<file path="config.mk">
export PLATFORM = sky130hd
export DESIGN_NAME = base64_stream_encoder
export DESIGN_NICKNAME = d
export VERILOG_FILES = /design/src/rtl/b64e_pkg.sv /design/src/rtl/base64_stream_encoder.sv /design/src/rtl/b64e_front.sv /design/src/rtl/b64e_queue.sv /design/src/rtl/b64e_back.sv
export SDC_FILE = /design/constraint.sdc
export NUM_CORES = 1
export LEC_CHECK = 0
export BUFFER_PORTS_ARGS = -buffer_cell sky130_fd_sc_hd__buf_2
export CORE_ASPECT_RATIO = 1.75
export CORE_UTILIZATION = 50
export DETAILED_ROUTE_END_ITERATION = 10
export GPL_TIMING_DRIVEN = 0
export PLACE_DENSITY = 0.66
export SYNTH_ARGS = -nofsm -noshare
export SYNTH_HDL_FRONTEND = slang
export SYNTH_HIERARCHICAL = 1
export SYNTH_SLANG_ARGS = --single-unit
</file>
<file path="constraint.sdc">
create_clock -name clock -period 4.2 [get_ports clock]
set_clock_uncertainty 0.05 [all_clocks]
set_input_delay 0.42 -clock clock [delete_from_list [all_inputs] [get_ports clock]]
set_output_delay 0.42 -clock clock [all_outputs]
set_load 0.1 [all_outputs]
</file>
<file path="src/rtl/b64e_pkg.sv">
// Types, constants and the alphabet function of the base64 stream encoder.
package b64e_pkg;

   localparam int CHAR_W      = 7;
   localparam int SEXTET_W    = 6;
   localparam int CHARS_MAX   = 4;
   localparam int QUEUE_DEPTH = 4;
   localparam int QPTR_W      = $clog2(QUEUE_DEPTH);
   localparam int QCNT_W      = $clog2(QUEUE_DEPTH + 1);

   localparam logic [CHAR_W-1:0] PAD_CODE = 7'd61;

   typedef struct packed {
      logic [7:0] data_byte;
      logic       is_last_byte;
   } req_word_type;

   typedef struct packed {
      logic [CHAR_W-1:0] char_code;
      logic              is_last_char;
   } rsp_word_type;

   typedef logic [$clog2(CHARS_MAX)-1:0] char_idx_type;

   typedef struct packed {
      logic [CHARS_MAX-1:0][CHAR_W-1:0] chars;
      char_idx_type                     last_idx;
      logic                             is_last;
   } group_type;

   function automatic logic [CHAR_W-1:0] enc_sextet(input logic [SEXTET_W-1:0] v);
      logic [CHAR_W-1:0] v7;
      logic [CHAR_W-1:0] code;
      v7 = {1'b0, v};
      priority if (v < 6'd26) begin
         code = v7 + 7'd65;
      end else if (v < 6'd52) begin
         code = v7 + 7'd71;
      end else if (v < 6'd62) begin
         code = v7 - 7'd4;
      end else if (v == 6'd62) begin
         code = 7'd43;
      end else begin
         code = 7'd47;
      end
      return code;
   endfunction

endpackage

</file>
<file path="src/rtl/base64_stream_encoder.sv">
// Top level of the base64 stream encoder.
//
// Input queue port: drive req_word (data_byte, is_last_byte) with push; the
// word is taken at a rising edge with push high and full low. Each byte turns
// into one to four characters of the standard base64 alphabet; the last byte
// of a message completes its group, with zero bits and '=' padding where the
// group is short, and its final character carries is_last_char.
// Result queue port: while empty is low the oldest character is on rsp_word;
// it is taken at a rising edge with pop high. Holding pop low stalls the
// output register; bytes keep entering until the group queue (QUEUE_DEPTH
// groups) fills, then full rises.
// Path: the first character of a byte is written into the group queue and
// then loaded into the output register before it shows on rsp_word.
// Throughput: one character per cycle while pop is high and groups wait in
// the queue, set by the single output register.
// Reset (synchronous, active high) empties the queue and the output register
// and restarts at the beginning of a group.
module base64_stream_encoder
   import b64e_pkg::*;
(
   input  logic         clock,
   input  logic         reset,
   input  logic         push,
   output logic         full,
   input  req_word_type req_word,
   output logic         empty,
   input  logic         pop,
   output rsp_word_type rsp_word
);

   group_type q_wr_data, q_rd_data;
   logic      q_write, q_read, q_full, q_empty;

   b64e_front u_front (
      .clock    (clock),
      .reset    (reset),
      .push     (push),
      .req_word (req_word),
      .q_full   (q_full),
      .full     (full),
      .q_write  (q_write),
      .q_data   (q_wr_data)
   );

   b64e_queue u_queue (
      .clock   (clock),
      .reset   (reset),
      .wr_en   (q_write),
      .wr_data (q_wr_data),
      .rd_en   (q_read),
      .rd_data (q_rd_data),
      .q_full  (q_full),
      .q_empty (q_empty)
   );

   b64e_back u_back (
      .clock    (clock),
      .reset    (reset),
      .q_data   (q_rd_data),
      .q_empty  (q_empty),
      .q_read   (q_read),
      .pop      (pop),
      .empty    (empty),
      .rsp_word (rsp_word)
   );

endmodule

</file>
<file path="src/rtl/b64e_front.sv">
// Front end: accepts bytes, tracks the group phase and builds character groups.
module b64e_front
   import b64e_pkg::*;
(
   input  logic         clock,
   input  logic         reset,
   input  logic         push,
   input  req_word_type req_word,
   input  logic         q_full,
   output logic         full,
   output logic         q_write,
   output group_type    q_data
);

   typedef enum logic [2:0] {
      PHASE_0 = 3'b001,
      PHASE_1 = 3'b010,
      PHASE_2 = 3'b100
   } phase_type;

   phase_type  phase_ff, phase_in;
   logic [3:0] leftover_ff, leftover_in;
   logic [7:0] b;
   logic       last;

   assign full    = q_full;
   assign q_write = push && !q_full;
   assign b       = req_word.data_byte;
   assign last    = req_word.is_last_byte;

   always_comb begin
      phase_in    = phase_ff;
      leftover_in = leftover_ff;
      q_data      = '0;
      q_data.is_last = last;
      unique case (phase_ff)
         PHASE_1: begin
            q_data.chars[0] = enc_sextet({leftover_ff[1:0], b[7:4]});
            if (last) begin
               q_data.chars[1] = enc_sextet({b[3:0], 2'b00});
               q_data.chars[2] = PAD_CODE;
               q_data.last_idx = char_idx_type'(2);
               phase_in        = PHASE_0;
               leftover_in     = '0;
            end else begin
               q_data.last_idx = char_idx_type'(0);
               phase_in        = PHASE_2;
               leftover_in     = b[3:0];
            end
         end
         PHASE_2: begin
            q_data.chars[0] = enc_sextet({leftover_ff, b[7:6]});
            q_data.chars[1] = enc_sextet(b[5:0]);
            q_data.last_idx = char_idx_type'(1);
            phase_in        = PHASE_0;
            leftover_in     = '0;
         end
         default: begin
            q_data.chars[0] = enc_sextet(b[7:2]);
            if (last) begin
               q_data.chars[1] = enc_sextet({b[1:0], 4'b0000});
               q_data.chars[2] = PAD_CODE;
               q_data.chars[3] = PAD_CODE;
               q_data.last_idx = char_idx_type'(3);
               phase_in        = PHASE_0;
               leftover_in     = '0;
            end else begin
               q_data.last_idx = char_idx_type'(0);
               phase_in        = PHASE_1;
               leftover_in     = {2'b00, b[1:0]};
            end
         end
      endcase
   end

   always_ff @(posedge clock) begin
      if (reset) begin
         phase_ff    <= PHASE_0;
         leftover_ff <= '0;
      end else if (q_write) begin
         phase_ff    <= phase_in;
         leftover_ff <= leftover_in;
      end
   end

endmodule

</file>
<file path="src/rtl/b64e_queue.sv">
// Short queue of character groups between the front and back ends.
module b64e_queue
   import b64e_pkg::*;
(
   input  logic      clock,
   input  logic      reset,
   input  logic      wr_en,
   input  group_type wr_data,
   input  logic      rd_en,
   output group_type rd_data,
   output logic      q_full,
   output logic      q_empty
);

   group_type           mem_ff [QUEUE_DEPTH];
   logic [QPTR_W-1:0]   wr_ptr_ff, wr_ptr_in;
   logic [QPTR_W-1:0]   rd_ptr_ff, rd_ptr_in;
   logic [QCNT_W-1:0]   count_ff, count_in;
   logic                do_wr, do_rd;

   assign q_full  = (count_ff == QCNT_W'(QUEUE_DEPTH));
   assign q_empty = (count_ff == '0);
   assign do_wr   = wr_en && !q_full;
   assign do_rd   = rd_en && !q_empty;
   assign rd_data = mem_ff[rd_ptr_ff];

   always_comb begin
      wr_ptr_in = do_wr ? wr_ptr_ff + QPTR_W'(1) : wr_ptr_ff;
      rd_ptr_in = do_rd ? rd_ptr_ff + QPTR_W'(1) : rd_ptr_ff;
      count_in  = count_ff + QCNT_W'(do_wr) - QCNT_W'(do_rd);
   end

   always_ff @(posedge clock) begin
      if (do_wr) begin
         mem_ff[wr_ptr_ff] <= wr_data;
      end
   end

   always_ff @(posedge clock) begin
      if (reset) begin
         wr_ptr_ff <= '0;
         rd_ptr_ff <= '0;
         count_ff  <= '0;
      end else begin
         wr_ptr_ff <= wr_ptr_in;
         rd_ptr_ff <= rd_ptr_in;
         count_ff  <= count_in;
      end
   end

endmodule

</file>
<file path="src/rtl/b64e_back.sv">
// Back end: walks each queued group and emits one character per cycle while pop is high.
module b64e_back
   import b64e_pkg::*;
(
   input  logic         clock,
   input  logic         reset,
   input  group_type    q_data,
   input  logic         q_empty,
   output logic         q_read,
   input  logic         pop,
   output logic         empty,
   output rsp_word_type rsp_word
);

   char_idx_type idx_ff, idx_in;
   logic         out_valid_ff, out_valid_in;
   rsp_word_type out_word_ff, out_word_in;
   logic         load, take, at_end;

   assign load   = !out_valid_ff || pop;
   assign take   = load && !q_empty;
   assign at_end = (idx_ff == q_data.last_idx);
   assign q_read = take && at_end;

   assign empty    = !out_valid_ff;
   assign rsp_word = out_word_ff;

   always_comb begin
      idx_in       = idx_ff;
      out_valid_in = out_valid_ff;
      out_word_in  = out_word_ff;
      if (take) begin
         out_valid_in             = 1'b1;
         out_word_in.char_code    = q_data.chars[idx_ff];
         out_word_in.is_last_char = q_data.is_last && at_end;
         idx_in                   = at_end ? '0 : idx_ff + char_idx_type'(1);
      end else if (load) begin
         out_valid_in = 1'b0;
      end
   end

   always_ff @(posedge clock) begin
      out_word_ff <= out_word_in;
   end

   always_ff @(posedge clock) begin
      if (reset) begin
         idx_ff       <= '0;
         out_valid_ff <= 1'b0;
      end else begin
         idx_ff       <= idx_in;
         out_valid_ff <= out_valid_in;
      end
   end

endmodule

</file>
==> impl_metrics.json <==
{
  "ys_ff_latch": 151,
  "num_vias": 5269,
  "wl_mm": 18.82,
  "crit_cells": 13,
  "gp_congestion": 1.029,
  "powerDensity_nw_per_um2": 532.1,
  "synth.most_common_cell": "edfxtp_1",
  "core_area_um2": 15460,
  "ctsHtreeMaxLevel": 4,
  "worstPathMaxFanout": 10,
  "viasPerCell": 6.170,
  "num_io_pins": 23,
  "insertedDiodeCount": 0,
  "setup_viol": 0,
  "cts_made_buffers": 17,
  "outcome": "complete, no violations",
  "fin_util_pct": 57.41,
  "required_ps": 4450,
  "port_buffers": 22,
  "cts_resized": 0,
  "netlist_instances": 611,
  "dpl.hpwl_mm": 13.55,
  "grt_use_total_pct": 24.00,
  "post_drt_wl_per_cell_um": 22.03,
  "synth_enable_flop_cells": 132,
  "numClockSinks": 151,
  "slowest_delay_ps": 580,
  "syn2layout_area_growth_pct": 11.77,
  "drc": 0,
  "die_area_um2": 16420,
  "ys_top_cells_by_area": "edfxtp_1 50%, mux4_2 10%, dfxtp_1 4.8%, ha_1 4.3%, a21oi_1 2.1%",
  "yosysSeqAreaShare_pct": 54.69,
  "tns_ps": 0,
  "critPathKind": "register to register",
  "path_cells": "buf_6, mux4_2, xor2_2, nor4_1, o31ai_1, inv_1, ha_1, inv_1, ha_1, fa_1, xnor2_1, xnor2_1, nor2_1",
  "cp_slowest_cell": "mux4_2",
  "worstPathArrival_ps": 3620,
  "final_cells": 854,
  "period_share_pct": 80.42,
  "synthTopCellsByCount": "132 x edfxtp_1, 38 x nand2_1, 37 x mux4_2",
  "async_flop_share_pct": 0,
  "hp-class": "input pin to register",
  "critical_path.startpoint_type": "register",
  "hold_violations": 0,
  "fp.dieH_um": 168.7,
  "overflow": 0,
  "ys.flop_type": "edfxtp_1",
  "drtIter0Drc": 354,
  "finalMaxSlewViolations": 0,
  "netlist_area_um2": 7944,
  "min_period_ps": 3378,
  "crit_family": "adder cells",
  "synthDistinctLibCells": 73,
  "antenna_found_initial": 0,
  "layout.nets": 696,
  "start_util_pct": 51.37,
  "max_slew.worst_pin.slew_ps": 892.3,
  "holdBufCountCts": 0,
  "root_buffer": "clkbuf_16",
  "syn_avg_cell_area_um2": 13.00,
  "endpoint_kind": "register",
  "cts_tree": "built",
  "drive_gt1_share_pct": 22.16,
  "timing.fmax_mhz": 296.1,
  "grt_pass1_vias": 5474,
  "first_pass_iters": 6,
  "rsz0062_at_grt": "false",
  "path_clk_slew_ps": 70,
  "dp_cells": 822,
  "die_x_um": 97.28,
  "power_w": 0.004724,
  "ir_worst_vdd_uv": 392.5,
  "max-clock-path-buffers": 2,
  "synth_top_area_share_pct": 49.90,
  "grt_pass1_wl_mm": 29.49,
  "postCtsSetupBuffers": 0,
  "fp-row-count": 60,
  "p_leak_nw": 3.112,
  "clk_latency_ps": 420,
  "slew_headroom_pct": 40.29,
  "grt_max_degree": 32,
  "drv_cap": 0,
  "synth_top_area_cell": "edfxtp_1",
  "reg2reg_depth": 13,
  "ys_warn_count": 6,
  "ant_nets": 0,
  "cp_num_buf_inv": 3,
  "hold_depth": 2
}
## placed cells by master, fill, tap and decap left out, drive strengths merged, types with 5 or more instances in the layout
cell,synthesis,routed
a211oi,10,10
a21oi,33,33
and2,6,6
and3,5,5
buf,40,62
clkbuf,12,31
dfxtp,19,19
edfxtp,132,132
ha,27,27
inv,28,39
mux4,38,38
nand2,38,38
nand2b,10,10
nand3,13,13
nor2,30,30
nor2b,10,10
nor3,12,12
nor4,6,6
o2111ai,5,5
o211ai,9,9
o21ai,25,25
o22ai,5,5
o311ai,6,6
or3,8,8
xnor2,11,11
## through the flow
stage | setup WS (ps) | hold WS, ps | area, um2
2_1_floorplan | 1171 | 409.1 | 7955
3_3_place_gp | 754.2 | 422.4 | 8298
3_5_place_dp | 749.4 | 445.3 | 8303
4_1_cts | 809.4 | 291.4 | 8879
5_1_grt | 567.9 | 302.7 | 8879
6_report | 822.2 | 307.4 | 8879
## worst register-to-register path, cell delays in order, from the launching register on
cell and delay [ps]:
dfxtp_1 480, buf_6 240, mux4_2 580, xor2_2 180, nor4_1 360, o31ai_1 180
inv_1 100, ha_1 120, inv_1 40, ha_1 180, fa_1 380, xnor2_1 180
xnor2_1 140, nor2_1 50
## state kept, by name, summed over array words and instances (netlist names), named ones only
| register | count |
|---|---|
| u_back/idx_ff | 2 |
| u_back/out_valid_ff | 1 |
| u_back/rsp_word | 8 |
| u_front/leftover_ff | 4 |
| u_front/phase_ff | 3 |
| u_queue/count_ff | 3 |
| u_queue/mem_ff | 124 |
| u_queue/rd_ptr_ff | 2 |
| u_queue/wr_ptr_ff | 2 |
## final cells by class
type / count / area [um2]
well taps: 186 / 232.7
clock inverters: 13 / 100.1
plain buffers: 52 / 325.3
clock buffers: 19 / 475.5
repair buffers: 22 / 110.1
multi-input cells: 382 / 3182
fillers: 1303 / 6586
inverters: 29 / 108.9
flip-flops and latches: 151 / 4344
## metal layers
metal | vias to the layer above | global-route usage (%) | routed length, um
li1 | 2449 | - | -
met1 | 2620 | 24.32 | 6675
met2 | 148 | 47.12 | 10910
met3 | 52 | 3.427 | 512
met4 | 0 | 11.83 | 716
met5 | - | 0 | 0
## power by group
part | switching, W | internal, W
Clock | 0.000610 | 0.000840
Sequential | 0.0000759 | 0.00190
Combinational | 0.000873 | 0.000424
Total | 0.00156 | 0.00317
## cells by family after synthesis
| logic type | Yosys count | synth area share (%) |
|---|---|---|
| AO/OA/AOI/OAI | 135 | 11.62 |
| XOR/XNOR | 14 | 1.638 |
| adder cells (fa/ha/maj) | 28 | 4.505 |
| buffers and inverters | 81 | 5.465 |
| flip-flops | 151 | 54.69 |
| multiplexers | 44 | 11.62 |
| other | 1 | 0.04721 |
| AND/OR/NAND/NOR | 157 | 10.41 |
## path summary, 6_finish.rpt
| path | from | to | slack (ps) |
|---|---|---|---|
| setup reg to reg | register | u_queue/count_ff[2] | 820 |
| hold reg to reg | u_queue/rd_ptr_ff[1] | u_queue/rd_ptr_ff[1] | 460 |
| setup / recovery | register | u_queue/count_ff[2] | 820 |
| hold / removal | reset | u_front/leftover_ff[2] | 310 |
(Power assumes the default switching activity.)
